## config.mk

```make
export PLATFORM = sky130hd
export DESIGN_NAME = mbrot_front
export DESIGN_NICKNAME = d
export VERILOG_FILES = /design/src/hw/rtl/mbrot_pkg.sv /design/src/hw/rtl/mbrot_front.sv
export SDC_FILE = /design/constraint.sdc
export NUM_CORES = 2
export LEC_CHECK = 0
export ABC_AREA = 1
export BUFFER_PORTS_ARGS = -buffer_cell sky130_fd_sc_hd__buf_2
export CORE_ASPECT_RATIO = 1.2
export CORE_MARGIN = 4
export CORE_UTILIZATION = 24
export CTS_CLUSTER_SIZE = 14
export DETAILED_ROUTE_END_ITERATION = 10
export RECOVER_POWER = 25
export SYNTH_ARGS = -nofsm -noshare
export SYNTH_HDL_FRONTEND = slang
export SYNTH_SLANG_ARGS = --single-unit
```

## constraint.sdc

```tcl
create_clock -name clk -period 6.83 [get_ports clk]
set_input_delay 1.0245 -clock clk [delete_from_list [all_inputs] [get_ports clk]]
set_output_delay 1.0245 -clock clk [all_outputs]
set_load 0.01 [all_outputs]
```

## src/hw/rtl/mbrot_pkg.sv

```systemverilog
// shared types, constants and fixed-point helpers for the mandelbrot pixel evaluator
package mbrot_pkg;

  localparam int PIX_W       = 10;
  localparam int Q_W         = 40;
  localparam int STEP_W      = 39;
  localparam int CNT_W       = 12;
  localparam int COLOR_W     = 4;
  localparam int CFG_IDX_W   = 3;
  localparam int CFG_DATA_W  = 40;
  localparam int IN_TDATA_W  = 24;
  localparam int OUT_TDATA_W = 16;
  localparam int PROD_W      = PIX_W + STEP_W;
  localparam int WIDE_W      = 52;
  localparam int COLOR_MOD   = 15;

  localparam logic [CFG_IDX_W-1:0] REG_CORNER_REAL = 3'd0;
  localparam logic [CFG_IDX_W-1:0] REG_CORNER_IMAG = 3'd1;
  localparam logic [CFG_IDX_W-1:0] REG_STEP_REAL   = 3'd2;
  localparam logic [CFG_IDX_W-1:0] REG_STEP_IMAG   = 3'd3;
  localparam logic [CFG_IDX_W-1:0] REG_MAX_ITER    = 3'd4;

  localparam logic signed [Q_W-1:0] RST_CORNER_REAL = -40'sd10307921510;
  localparam logic signed [Q_W-1:0] RST_CORNER_IMAG = -40'sd7301444403;
  localparam logic [STEP_W-1:0]     RST_STEP_REAL   = 39'd229064922;
  localparam logic [STEP_W-1:0]     RST_STEP_IMAG   = 39'd572662306;
  localparam logic [CNT_W-1:0]      RST_MAX_ITER    = 12'd100;

  localparam logic signed [Q_W-1:0]    Q_MAX   = 40'sh7F_FFFF_FFFF;
  localparam logic signed [Q_W-1:0]    Q_MIN   = -40'sd549755813888;
  localparam logic signed [WIDE_W-1:0] WIDE_HI = 52'sd549755813887;
  localparam logic signed [WIDE_W-1:0] WIDE_LO = -52'sd549755813888;
  localparam logic [47:0]              MAG_POS = 48'h7F_FFFF_FFFF;
  localparam logic [47:0]              MAG_NEG = 48'h80_0000_0000;
  localparam logic [41:0]              FOUR_Q  = 42'h4_0000_0000;

  typedef struct packed {
    logic signed [Q_W-1:0] re;
    logic signed [Q_W-1:0] im;
  } cpoint_t;

  typedef struct packed {
    logic signed [Q_W-1:0] corner_real;
    logic signed [Q_W-1:0] corner_imag;
    logic [STEP_W-1:0]     step_real;
    logic [STEP_W-1:0]     step_imag;
    logic [CNT_W-1:0]      max_iterations;
  } cfg_t;

  // partial products of two 40-bit magnitudes split at bit 32
  typedef struct packed {
    logic [15:0] hh;
    logic [39:0] c1;
    logic [39:0] c2;
    logic [63:0] ll;
  } part_t;

  function automatic logic signed [Q_W-1:0] sat_q(logic signed [WIDE_W-1:0] v);
    logic signed [Q_W-1:0] r;
    if (v > WIDE_HI) r = Q_MAX;
    else if (v < WIDE_LO) r = Q_MIN;
    else r = v[Q_W-1:0];
    return r;
  endfunction

  function automatic logic [Q_W-1:0] mag_q(logic signed [Q_W-1:0] v);
    logic [Q_W-1:0] r;
    if (v[Q_W-1]) r = 40'd0 - v;
    else r = v;
    return r;
  endfunction

  function automatic part_t part_mul(logic [Q_W-1:0] a, logic [Q_W-1:0] b);
    part_t p;
    p.hh = 16'(a[39:32]) * 16'(b[39:32]);
    p.c1 = 40'(a[39:32]) * 40'(b[31:0]);
    p.c2 = 40'(a[31:0]) * 40'(b[39:32]);
    p.ll = 64'(a[31:0]) * 64'(b[31:0]);
    return p;
  endfunction

  // sum partials, drop 31 or 32 low bits, apply sign and saturate
  function automatic logic signed [Q_W-1:0] prod_sat(part_t p, logic sh31, logic neg);
    logic [78:0]           full;
    logic [47:0]           m;
    logic signed [Q_W-1:0] r;
    full = (79'(p.hh) << 64) + (79'(p.c1) << 32) + (79'(p.c2) << 32) + 79'(p.ll);
    m = sh31 ? full[78:31] : {1'b0, full[78:32]};
    if (neg) begin
      if (m > MAG_NEG) r = Q_MIN;
      else r = $signed(40'd0 - m[Q_W-1:0]);
    end else begin
      if (m > MAG_POS) r = Q_MAX;
      else r = $signed(m[Q_W-1:0]);
    end
    return r;
  endfunction

endpackage

```

## src/hw/rtl/mbrot_front.sv

```systemverilog
// front end: takes pixel requests, wraps indices to the grid and forms the point c
module mbrot_front #(
  parameter int GRID_DIM = 1024
) (
  input  logic                                  clk,
  input  logic                                  rst,
  input  mbrot_pkg::cfg_t                       cfg,
  input  logic                                  in_valid,
  output logic                                  in_ready,
  input  logic [mbrot_pkg::PIX_W-1:0]           pixel_column,
  input  logic [mbrot_pkg::PIX_W-1:0]           pixel_row,
  output logic                                  q_valid,
  input  logic                                  q_ready,
  output mbrot_pkg::cpoint_t                    q_data
);
  import mbrot_pkg::*;

  typedef enum logic [2:0] {
    F_IDLE = 3'b001,
    F_MUL  = 3'b010,
    F_ADD  = 3'b100
  } fstate_t;

  fstate_t           state;
  logic [PIX_W-1:0]  col;
  logic [PIX_W-1:0]  row;
  logic [PROD_W-1:0] prod_re;
  logic [PROD_W-1:0] prod_im;

  // restoring reduction by shifted copies of the grid size
  function automatic logic [PIX_W-1:0] grid_wrap(logic [PIX_W-1:0] v);
    logic [23:0] r;
    logic [23:0] d;
    r = 24'(v);
    for (int k = 6; k >= 0; k--) begin
      d = 24'(GRID_DIM) << k;
      if (d <= r) r = r - d;
    end
    return r[PIX_W-1:0];
  endfunction

  assign in_ready  = (state == F_IDLE);
  assign q_valid   = (state == F_ADD);
  assign q_data.re = sat_q(WIDE_W'(cfg.corner_real) + $signed({3'b000, prod_re}));
  assign q_data.im = sat_q(WIDE_W'(cfg.corner_imag) + $signed({3'b000, prod_im}));

  always_ff @(posedge clk) begin
    if (rst) begin
      state <= F_IDLE;
    end else begin
      unique case (state)
        F_IDLE: begin
          if (in_valid) begin
            col   <= grid_wrap(pixel_column);
            row   <= grid_wrap(pixel_row);
            state <= F_MUL;
          end
        end
        F_MUL: begin
          prod_re <= PROD_W'(col) * PROD_W'(cfg.step_real);
          prod_im <= PROD_W'(row) * PROD_W'(cfg.step_imag);
          state   <= F_ADD;
        end
        F_ADD: begin
          if (q_ready) state <= F_IDLE;
        end
        default: state <= F_IDLE;
      endcase
    end
  end

endmodule

```

==> results.yml <==
synthesis:
  synthCells: 5560
  synth.avg_cell_area_um2: 6.841
  syn_nets: 6612
  ys.flop_type: "edfxtp_1"
  synth_edf_count: 118
  async_flop_share_pct: 0
  synth_area_mm2: 0.03803
  synth.distinct_cells: 47
  ys.warnings.count: 0
  synth_seq_cells: 121
  synth_area_leaders: "fa_1, nand2_1, inv_1"
  synth-seq-area-share_pct: 9.474
  yosys.area.top_type: "fa_1"
  synth_top_area_share_pct: 31.05
floorplanning:
  initial_core_util_pct: 24.23
  die_area_mm2: 0.1649
  io_pins: 276
  die_y_um: 444.1
  die_w_um: 371.4
  coreArea_mm2: 0.1570
  rows: 159
cells_and_area:
  fin_util_pct: 26.90
  multi_input_area_mm2: 0.02821
  nets: 6754
  final_common_cell: "nand2_1"
  layout-drive-gt1-share_pct: 6.352
  layout_common_cells: "nand2_1, inv_1, fa_1"
  area_growth_pct: 11.00
  fillCellCount: 17370
  seq_area_mm2: 0.003603
clock_tree:
  hold_buffers: 0
  clock_sink_count: 121
  worstSkewPairLatency_ps: 500
  clkTransAtPathRegs_ps: 60
  ctsResizeCount: 0
  clockBufferDepth: 2
  htreeDepth: 4
  root_buffer: "clkbuf_16"
  cts_setup_buffers: 0
  cts_tree: "yes"
  cts_buffers: 17
pwr:
  total_power_mw: 17.43
  p_leak_nw: 24.44
  powerDensity_mw_per_mm2: 412.8
  ir_drop_mv: 0.2581
sta:
  hold_viol: 0
  clock_skew_ps: 14.14
  max_freq_mhz: 160.0
  tightest_slew_ps: 3074
  finalCriticalPeriod_ps: 6249
  fin_setup_tns_ps: 0
  rsz0062_at_grt: "no"
  setup_violations: 0
  drv_slew: 72
  hold_slack_ps: 569.2
  relSlewSlack_pct: -105.0
  period_share_pct: 91.49
job:
  drv_cap: 2
status:
  violations: "capacitance limit, slew limit"
  status: "finished, violations left"
routing:
  via_per_inst: 4.375
  wl_um: 123800
  via_count: 34250
  drt_iter0_markers: 2177
  ant_nets: 0
  wl_per_cell_um: 15.82
  first_pass_iters: 6
  drc: 0
global_routing:
  grt_pass1_wl_um: 193600
  grt_pass1_vias: 35940
  grt_max_degree: 51
  grt_antenna_before_repair: 48
  overflow: 0
  grt_usage_pct: 15.01
setup_path:
  worst-setup-path-type: "reg2reg"
  path_max_fanout: 16
  cp.arrival_ps: 6480
  cp-end-kind: "flop"
  start_kind: "flop"
  required_ps: 7060
worst_hold_path:
  worstHoldPathType: "reg2reg"
placed_design:
  dp_hpwl_um: 104700
  routabilityCongestion: 0.9515
  io_buffer_count: 263
## cell usage after synthesis (2+ instances only)
master	n
nand4_1	33
nor2_4	2
xnor2_1	67
nor2b_1	2
buf_6	8
and2_1	12
o21ai_1	4
dfxtp_1	3
fa_1	590
o221ai_1	5
o211ai_1	4
nor4_1	5
o21a_1	12
nor3_1	20
edfxtp_1	118
a21oi_1	208
inv_1	1457
o21bai_1	16
o2111ai_1	2
ha_1	268
a21boi_0	2
nand3b_1	5
buf_1	27
a31oi_1	39
xor2_1	99
nand3_1	82
inv_2	9
and3_1	5
clkbuf_1	131
nor2_2	19
o31ai_1	3
nand2_1	1854
a21o_1	8
buf_2	9
a221oi_1	2
nand3_2	5
nor2_1	311
o21ai_0	87
nand2_2	15
nor3_2	5
## final cells by class
class | instances | area share, %
diodes | 21 | 0.1245
clock inverters | 9 | 0.3497
well taps | 2093 | 6.203
clock buffers | 23 | 1.061
inverters | 1467 | 13.04
repair buffers | 298 | 3.874
flip-flops and latches | 121 | 8.535
multi-input cells | 3797 | 66.81
## sequential cells by signal, indices dropped and copies added, names as in the netlist
signal,count
prod_im,49
prod_re,49
col,10
row,10
state,3
## routing by layer
metal  vias to the layer above  wire length [um]  GRT usage (%)  share of wire [%]
li1                      16520                 -              -                  -
met1                     16480             51600          18.34                 42
met2                      1010             60510          26.57                 49
met3                       227              7992          2.851                6.5
met4                        20              3611          4.595                2.9
met5                         -               128              0               0.10
## worst max-delay path, cell delays in order (launching register included)
cell and delay, ps:
edfxtp_1 910, buf_4 260, nand2_1 80, fa_1 550, inv_1 60, fa_1 510, fa_1 520, fa_1 510
inv_1 60, fa_1 470, inv_1 40, ha_1 350, a21o_1 210, a21oi_1 250, o21ai_0 150, a21oi_1 130
o21ai_0 250, a21oi_1 360, o21bai_1 140, xor2_1 160
## per-stage QoR
stage                     instances  worst slack [ps]  area [um2]
after detailed placement       7776             426.7       41610
final                          7829             581.1       42220
after global placement         7776             486.3       41610
after CTS                      7808             626.1       42200
after global routing           7812             277.5       42180
after floorplan                5560              1019       38030
## report_power, final
group          switching (mW)  total [mW]  internal (mW)
sequential             0.0453        1.58           1.54
clock                   0.369       0.974          0.605
combinational            9.67        14.9           5.20
total                    10.1        17.4           7.35
## kinds of logic after synthesis
kind of cell	synth area share, %
and+or+nand+nor	24.64
buffers and inverters	16.39
adders and majority gates	39.87
AOI/OAI and AO/OA	5.754
xor gates and xnor gates	3.865
DFF	9.474
## path summary, 6_finish.rpt
path | start | endpoint | slack, ps | cells past startpoint
max | row[1]$_DFFE_PP_ | prod_im[44]$_DFFE_PP_ | 580 | 19
max reg2reg | row[1]$_DFFE_PP_ | prod_im[44]$_DFFE_PP_ | 580 | 19
min reg2reg | state[2]$_SDFFE_PP0P_ | state[1]$_SDFFE_PP0P_ | 570 | 3
min | state[2]$_SDFFE_PP0P_ | state[1]$_SDFFE_PP0P_ | 570 | 3
(Power assumes the default switching activity.)
