### src/hw/rtl/mbrot_pkg.sv
// shared types, constants and fixed-point helpers for the mandelbrot pixel evaluator
package mbrot_pkg;

  localparam int PIX_W       = 10;
  localparam int Q_W         = 40;
  localparam int STEP_W      = 39;
  localparam int CNT_W       = 12;
  localparam int COLOR_W     = 4;
  localparam int CFG_IDX_W   = 3;
  localparam int CFG_DATA_W  = 40;
  localparam int IN_TDATA_W  = 24;
  localparam int OUT_TDATA_W = 16;
  localparam int PROD_W      = PIX_W + STEP_W;
  localparam int WIDE_W      = 52;
  localparam int COLOR_MOD   = 15;

  localparam logic [CFG_IDX_W-1:0] REG_CORNER_REAL = 3'd0;
  localparam logic [CFG_IDX_W-1:0] REG_CORNER_IMAG = 3'd1;
  localparam logic [CFG_IDX_W-1:0] REG_STEP_REAL   = 3'd2;
  localparam logic [CFG_IDX_W-1:0] REG_STEP_IMAG   = 3'd3;
  localparam logic [CFG_IDX_W-1:0] REG_MAX_ITER    = 3'd4;

  localparam logic signed [Q_W-1:0] RST_CORNER_REAL = -40'sd10307921510;
  localparam logic signed [Q_W-1:0] RST_CORNER_IMAG = -40'sd7301444403;
  localparam logic [STEP_W-1:0]     RST_STEP_REAL   = 39'd229064922;
  localparam logic [STEP_W-1:0]     RST_STEP_IMAG   = 39'd572662306;
  localparam logic [CNT_W-1:0]      RST_MAX_ITER    = 12'd100;

  localparam logic signed [Q_W-1:0]    Q_MAX   = 40'sh7F_FFFF_FFFF;
  localparam logic signed [Q_W-1:0]    Q_MIN   = -40'sd549755813888;
  localparam logic signed [WIDE_W-1:0] WIDE_HI = 52'sd549755813887;
  localparam logic signed [WIDE_W-1:0] WIDE_LO = -52'sd549755813888;
  localparam logic [47:0]              MAG_POS = 48'h7F_FFFF_FFFF;
  localparam logic [47:0]              MAG_NEG = 48'h80_0000_0000;
  localparam logic [41:0]              FOUR_Q  = 42'h4_0000_0000;

  typedef struct packed {
    logic signed [Q_W-1:0] re;
    logic signed [Q_W-1:0] im;
  } cpoint_t;

  typedef struct packed {
    logic signed [Q_W-1:0] corner_real;
    logic signed [Q_W-1:0] corner_imag;
    logic [STEP_W-1:0]     step_real;
    logic [STEP_W-1:0]     step_imag;
    logic [CNT_W-1:0]      max_iterations;
  } cfg_t;

  // partial products of two 40-bit magnitudes split at bit 32
  typedef struct packed {
    logic [15:0] hh;
    logic [39:0] c1;
    logic [39:0] c2;
    logic [63:0] ll;
  } part_t;

  function automatic logic signed [Q_W-1:0] sat_q(logic signed [WIDE_W-1:0] v);
    logic signed [Q_W-1:0] r;
    if (v > WIDE_HI) r = Q_MAX;
    else if (v < WIDE_LO) r = Q_MIN;
    else r = v[Q_W-1:0];
    return r;
  endfunction

  function automatic logic [Q_W-1:0] mag_q(logic signed [Q_W-1:0] v);
    logic [Q_W-1:0] r;
    if (v[Q_W-1]) r = 40'd0 - v;
    else r = v;
    return r;
  endfunction

  function automatic part_t part_mul(logic [Q_W-1:0] a, logic [Q_W-1:0] b);
    part_t p;
    p.hh = 16'(a[39:32]) * 16'(b[39:32]);
    p.c1 = 40'(a[39:32]) * 40'(b[31:0]);
    p.c2 = 40'(a[31:0]) * 40'(b[39:32]);
    p.ll = 64'(a[31:0]) * 64'(b[31:0]);
    return p;
  endfunction

  // sum partials, drop 31 or 32 low bits, apply sign and saturate
  function automatic logic signed [Q_W-1:0] prod_sat(part_t p, logic sh31, logic neg);
    logic [78:0]           full;
    logic [47:0]           m;
    logic signed [Q_W-1:0] r;
    full = (79'(p.hh) << 64) + (79'(p.c1) << 32) + (79'(p.c2) << 32) + 79'(p.ll);
    m = sh31 ? full[78:31] : {1'b0, full[78:32]};
    if (neg) begin
      if (m > MAG_NEG) r = Q_MIN;
      else r = $signed(40'd0 - m[Q_W-1:0]);
    end else begin
      if (m > MAG_POS) r = Q_MAX;
      else r = $signed(m[Q_W-1:0]);
    end
    return r;
  endfunction

endpackage

### src/hw/rtl/mbrot_queue.sv
// two-entry queue of points between front end and iteration engine
module mbrot_queue (
  input  logic               clk,
  input  logic               rst,
  input  logic               in_valid,
  output logic               in_ready,
  input  mbrot_pkg::cpoint_t in_data,
  output logic               out_valid,
  input  logic               out_ready,
  output mbrot_pkg::cpoint_t out_data
);
  import mbrot_pkg::*;

  cpoint_t    slots [2];
  logic [1:0] count;
  logic       wr_ptr;
  logic       rd_ptr;
  logic       push;
  logic       pop;

  assign in_ready  = (count != 2'd2);
  assign out_valid = (count != 2'd0);
  assign out_data  = slots[rd_ptr];
  assign push      = in_valid && in_ready;
  assign pop       = out_valid && out_ready;

  always_ff @(posedge clk) begin
    if (rst) begin
      count  <= 2'd0;
      wr_ptr <= 1'b0;
      rd_ptr <= 1'b0;
    end else begin
      if (push) begin
        slots[wr_ptr] <= in_data;
        wr_ptr        <= ~wr_ptr;
      end
      if (pop) rd_ptr <= ~rd_ptr;
      count <= count + 2'(push) - 2'(pop);
    end
  end

endmodule

### config.mk
export PLATFORM = sky130hd
export DESIGN_NAME = mbrot_queue
export DESIGN_NICKNAME = d
export VERILOG_FILES = /design/src/hw/rtl/mbrot_pkg.sv /design/src/hw/rtl/mbrot_queue.sv
export SDC_FILE = /design/constraint.sdc
export NUM_CORES = 1
export LEC_CHECK = 0
export ABC_CLOCK_PERIOD_IN_PS = 10500
export BUFFER_PORTS_ARGS = -buffer_cell sky130_fd_sc_hd__buf_2
export CORE_MARGIN = 1.5
export CORE_UTILIZATION = 55
export CTS_BUF_LIST = sky130_fd_sc_hd__clkbuf_4 sky130_fd_sc_hd__clkbuf_8
export DETAILED_ROUTE_END_ITERATION = 10
export PLACE_DENSITY = 0.81
export SKIP_LAST_GASP = 1
export SLEW_MARGIN = 20
export SYNTH_ARGS = -nofsm -noshare
export SYNTH_HDL_FRONTEND = slang
export SYNTH_SLANG_ARGS = --single-unit
### constraint.sdc
create_clock -name clk -period 10.5 [get_ports clk]
set_input_delay 1.575 -clock clk [delete_from_list [all_inputs] [get_ports clk]]
set_output_delay 1.575 -clock clk [all_outputs]
set_load 0.005 [all_outputs]
==> impl_metrics.ini, run 1 <==
[run_status]
outcome = completed

[grt]
grt_pass1_wl_mm = 16.1
antenna_found_initial = 1
grt.total_usage_pct = 17.7
grt_pass1_vias = 3269
grt_max_degree = 46
grt_overflow = 0

[detailed_routing]
wl_per_cell_um = 17.3
drc = 0
drtIter0Drc = 108
antenna_left = 0
num_vias = 3111
vias_per_cell = 5.10
totalWireLength_mm = 10.5
first_pass_iters = 6

[clock_tree]
numCtsBuffers = 17
cts_htree_levels = 4
cts_root_buf = clkbuf_8
cts_sinks = 165
cts-resized-gates = 0
postCtsSetupBuffers = 0
clk_latency_ps = 430
cts_hold_buf = 0
cts_max_path_buffers = 2
clkTransAtPathRegs_ps = 80
cts_tree = done

[synth]
synth_top_family_by_area = multiplexers
seq_area_frac_synth_pct = 76.5
avgSynthCellArea_um2 = 23.5
syn_nets = 359
synth_cell_type_count = 18
synth_area_um2 = 6410
yosys_warnings = 0
ys_ff_latch = 165
synthSimpleGateAreaFrac_pct = 0.936
synthXorXnorAreaFrac_pct = 0.410
synth_cells = 273
synth_compound_area_share_pct = 0.117
yosys.area.top_type_share_pct = 74.9
yosys-top-cells-area = edfxtp_1, mux2_4, buf_12, dfxtp_1, ha_1
synth_fa_ha_area_share_pct = 0.390
synth_top_area_cell = edfxtp_1
synth_mux_area_share_pct = 19.0

[flow_run]
maxCapViolations = 0

[power]
peakVddDrop_v = 0.000137
powerDensity_nw_per_um2 = 206
switching_share_pct = 24.8
p_total_uw = 1580
power.share.clock_pct = 25.7
comb_power_share_pct = 22.1
share_seq_of_total_power_pct = 52.2
p_switching_uw = 391
p_leak_uw = 0.00300
p_int_uw = 1190

[cells_and_area]
drive_gt1_share_pct = 60.9
finish.net_count = 539
layout_commonest_cell = buf_2
area_growth_pct = 19.4
mostFrequentLayoutCells = buf_2, edfxtp_1, mux2_4, clkbuf_8, buf_4

[timing]
fin_tns_setup_ps = 0
min_period_ps = 4080
rsz0062_at_grt = false
clock.fmax_mhz = 245
fin_crit_sh_pct = 38.9
skew_ps = 10.1
slew_headroom_pct = 47.2
hold_violations = 0
setup_viol = 0
worstMarginPinSlew_ps = 792
fin_ws_ps = 6420
slew_violations = 0

[floorplanning]
core_area_um2 = 11400
die_h_um = 111
dieArea_um2 = 12300
die_x_um = 111
num_io_pins = 166
num_rows = 39
start_util_pct = 56.2

[placement]
place_ws_ps = 6830
io_buffer_count = 165
hpwl_mm = 7.08
place.gp.congestion = 0.748

[worst_setup_path]
critPathCaptureType = primary output
crit_arrival_ps = 2510
cpLargestDelayFamily = buffers and inverters
worstSetupStartpointType = flip-flop
cp_slowest_stage_delay_ps = 800
crit_required_ps = 8930
slowest_stage = dfxtp_4
critical_path_peak_fanout = 44
worst-path-buf-inv = 2
critPathKind = reg -> out
cp_cell_sequence = buf_4 > mux2_4 > buf_2

[min_path]
min_path_type = reg -> reg
## through the flow
step | hold WS [ps] | instance area [um2] | instances | util [%]
2_1_floorplan | 481 | 6410 | 273 | -
3_3_place_gp | 494 | 7300 | 577 | 63.9
3_5_place_dp | 524 | 7300 | 577 | 63.9
4_1_cts | 555 | 7660 | 609 | 67.1
5_1_grt | 634 | 7660 | 609 | 67.1
6_report | 541 | 7660 | 610 | 67.1
## synthesized netlist by cell type, drive strengths merged
| cell type | n |
|---|---|
| inv | 1 |
| nand2 | 1 |
| nor3b | 1 |
| or2 | 1 |
| mux2 | 81 |
| nor2b | 1 |
| dfxtp | 5 |
| xor2 | 1 |
| o21a | 1 |
| edfxtp | 160 |
| buf | 9 |
| nor3 | 1 |
| and2b | 1 |
| ha | 2 |
| xnor2 | 2 |
| nand2b | 1 |
| nor2 | 4 |
## layer usage
metal	up-vias	GRT usage, %	part of all wire (%)
li1	1440	-	-
met4	0	8.55	3.0
met2	107	29.9	52
met5	-	0	0
met1	1540	20.0	39
met3	24	6.51	5.7
## cell type report
type | count | area [um2]
diodes | 1 | 2.50
clock buffers | 19 | 249
clock inverters | 13 | 110
fillers | 768 | 3760
inverters | 1 | 3.75
multi-input cells | 98 | 1350
flip-flops and latches | 165 | 4910
well taps | 143 | 179
repair buffers | 170 | 863
## state kept, by name (all words and copies together), names as in the netlist, named ones only
register and flops:
slots 160, count 2, rd_ptr 1, wr_ptr 1
## worst paths after layout
kind	cells past startpoint	slack, ps	from	endpoint
worst max-delay path	3	6420	flip-flop	out_data[38]
worst min-delay path	2	540	rd_ptr	flip-flop
worst max register to register	4	8770	count[0]	slots[1][30]
worst min register to register	2	540	rd_ptr	flip-flop
## kinds of logic after synthesis
| logic type | count (synthesis) |
|---|---|
| flops | 165 |
| simple gates | 11 |
| buf+inv | 10 |
| fa+ha+maj | 2 |
| mux | 81 |
| xor+xnor | 3 |
| compound gates | 1 |
## power groups by stage
stage | registers (uW) | logic (uW) | clock network [uW]
floorplan | 818 | 291 | 0
global placement | 835 | 345 | 0
detailed placement | 839 | 354 | 0
CTS | 825 | 356 | 416
global route | 830 | 376 | 442
finish | 823 | 348 | 405
## worst register-to-register path, cell delays in order (launching register included)
cell	delay, ps
dfxtp_1	370
nand2b_1	150
nand2_2	110
nor3b_2	200
buf_4	510
Note: power is estimated with default switching activity, not from simulation.
==> inputs of run 2 (changes only) <==
- ABC_AREA: unset -> 1
- ABC_CLOCK_PERIOD_IN_PS: 10500 -> 3900
- clock period: 10.5 -> 3.9 ns (I/O delays scaled with it)
==> run 2 against run 1 <==
  * First-iteration DRC count rose by 38%
  * Sequential power rose to 2.7 times the previous value
  * Power rose to 2.8 times the previous value
  * Via count rose by 0.64%
  * Global-route usage fell by 0.30 points
  * Synthesized cell count rose by 5.1%
  * Sequential share of layout area fell by 0.73 points
  * Setup slack got worse by 5300 ps
  * Area after synthesis rose by 0.16%
  * Largest power group unchanged
==> impl_metrics.ini, run 2 <==
[timing]
worstMarginPinSlew_ps = 740
min_period_ps = 2760
fin_ws_ps = 1140
skew_ps = 12.0
rsz0062_at_grt = false
setup_viol = 0
fin_tns_setup_ps = 0
clock.fmax_mhz = 362
fin_crit_sh_pct = 70.9
slew_headroom_pct = 50.7
slew_violations = 0
hold_violations = 0

[detailed_routing]
wl_per_cell_um = 16.9
routedLengthMet1_mm = 3.96
wl_met2_mm = 5.63
num_vias = 3131
vias_per_cell = 5.03
first_pass_iters = 4
top_layer = met4
drc = 0
drtIter0Drc = 149
wl_met3_um = 682
antenna_left = 0
totalWireLength_mm = 10.5

[synth]
ys.flop_type = edfxtp_1
synth_cell_type_count = 13
synth_compound_area_share_pct = 0.156
synth_mux_area_share_pct = 18.7
synth_fa_ha_area_share_pct = 0.389
synth_area_um2 = 6420
avgSynthCellArea_um2 = 22.4
seq_area_frac_synth_pct = 76.3
synth_top_area_cell = edfxtp_1
synthXorXnorAreaFrac_pct = 0
yosys-top-cells-area = edfxtp_1, mux2_4, buf_12, dfxtp_1, nand2_1
yosysMostFrequentCell = edfxtp_1
synthSimpleGateAreaFrac_pct = 1.29
async_flop_share_pct = 0
synthTopCellsByCount = edfxtp_1, mux2_4, nand2_1, nor2_1
syn_nets = 373
synth_top_family_by_area = multiplexers
yosys_warnings = 0
synth_edf_count = 160
synth_cells = 287
yosys.area.top_type_share_pct = 74.8
ys_ff_latch = 165

[placement]
hpwl_mm = 7.11
place_ws_ps = 1580
placed_cells = 590
io_buffer_count = 165
place.gp.congestion = 0.747
place_area_um2 = 7340

[clock_tree]
cts_root_buf = clkbuf_8
postCtsSetupBuffers = 0
clkTransAtPathRegs_ps = 90
cts_hold_buf = 0
numCtsBuffers = 17
clk_latency_ps = 430
cts_htree_levels = 4
cts_max_path_buffers = 2
cts_tree = done
cts_sinks = 165
cts-resized-gates = 0

[worst_setup_path]
critPathKind = reg -> out
crit_required_ps = 3310
crit_end = out_data[75]
reg2reg_depth = 5
critical_path_peak_fanout = 43
reg2reg_from = count[0]
regToRegSetupSlack_ps = 1930
crit_arrival_ps = 2180
r2r-end = slots[0][38]
worstSetupStartpointType = flip-flop
critPathCaptureType = primary output

[cells_and_area]
regMostFlops = slots
layout_commonest_cell = buf_2
instances_no_fill = 623
mostFrequentLayoutCells = buf_2, edfxtp_1, mux2_4, clkbuf_8, nand2_1
area_growth_pct = 20.6
largestRegisters = slots x160, count x2
final_area_um2 = 7750
drive_gt1_share_pct = 58.9
finish.net_count = 552
largest_reg_flops = 160

[grt]
grt.total_usage_pct = 17.4
grt_max_degree = 81
grt_overflow = 0
grt_pass1_vias = 3220
grt_pass1_wl_mm = 15.9
antenna_found_initial = 1

[floorplanning]
die_x_um = 111
start_util_pct = 56.3
core_area_um2 = 11400
num_io_pins = 166
die_h_um = 111
dieArea_um2 = 12300
num_rows = 39

[power]
peakVddDrop_v = 0.000342
powerDensity_nw_per_um2 = 567
p_total_uw = 4400
p_leak_uw = 0.00306

[min_path]
min_path_type = in -> reg
min_from = in_data[7]

[flow_run]
maxCapViolations = 0

[run_status]
outcome = completed
## run 2: cell types whose count changed in the layout (fill, tap and decap cells not counted), moves of 2 or more
cell       before  now
buf_12          0    2
buf_4           5    2
bufinv_16       1    3
clkinv_1        4    2
inv_1           1    8
nand2_1         0    9
nand3_1         0    2
nor2_1          4    8
xnor2_1         2    0
## run 2: kinds of logic after synthesis
family	Yosys count
AO/OA/AOI/OAI	2
AND/OR/NAND/NOR	21
buffers and inverters	17
multiplexers	80
adder cells (fa/ha/maj)	2
flip-flops	165
## run 2: cell type report
class                           instances  area [um2]
Timing Repair Buffer                  169         881
Multi-Input combinational cell        105        1340
Tap cell                              143         179
Clock buffer                           20         256
Inverter                                8        30.0
Antenna cell                            1        2.50
Sequential cell                       165        4910
Clock inverter                         12         155
Fill cell                             786        3670
## run 2: routing by layer
layer / vias up / global-route usage, %
li1: 1469 / -
met1: 1533 / 18.8
met2: 110 / 30.7
met3: 19 / 5.74
met4: 0 / 8.61
met5: - / 0
## run 2: worst min-delay path by stage
stage,end,cells after the start
after global placement,rd_ptr,2
after detailed placement,rd_ptr,2
after CTS,slots[0][67],1
after floorplan,flip-flop,2
after global routing,slots[1][17],1
final,slots[0][7],1
## run 2: metrics by stage
step | util, % | hold WS, ps
after floorplan | - | 467
after detailed placement | 64.2 | 511
final | 67.9 | 333
after global placement | 64.2 | 492
after global routing | 67.9 | 303
after CTS | 67.9 | 302
## run 2: report_power, final
part	internal [uW]	switching (uW)
sequential	2130	109
clock	654	577
combinational	547	384
## run 2: critical path, stage by stage, from the launching register on
cell and delay [ps]:
dfxtp_4 830, buf_12 380, mux2_4 340, buf_2 130
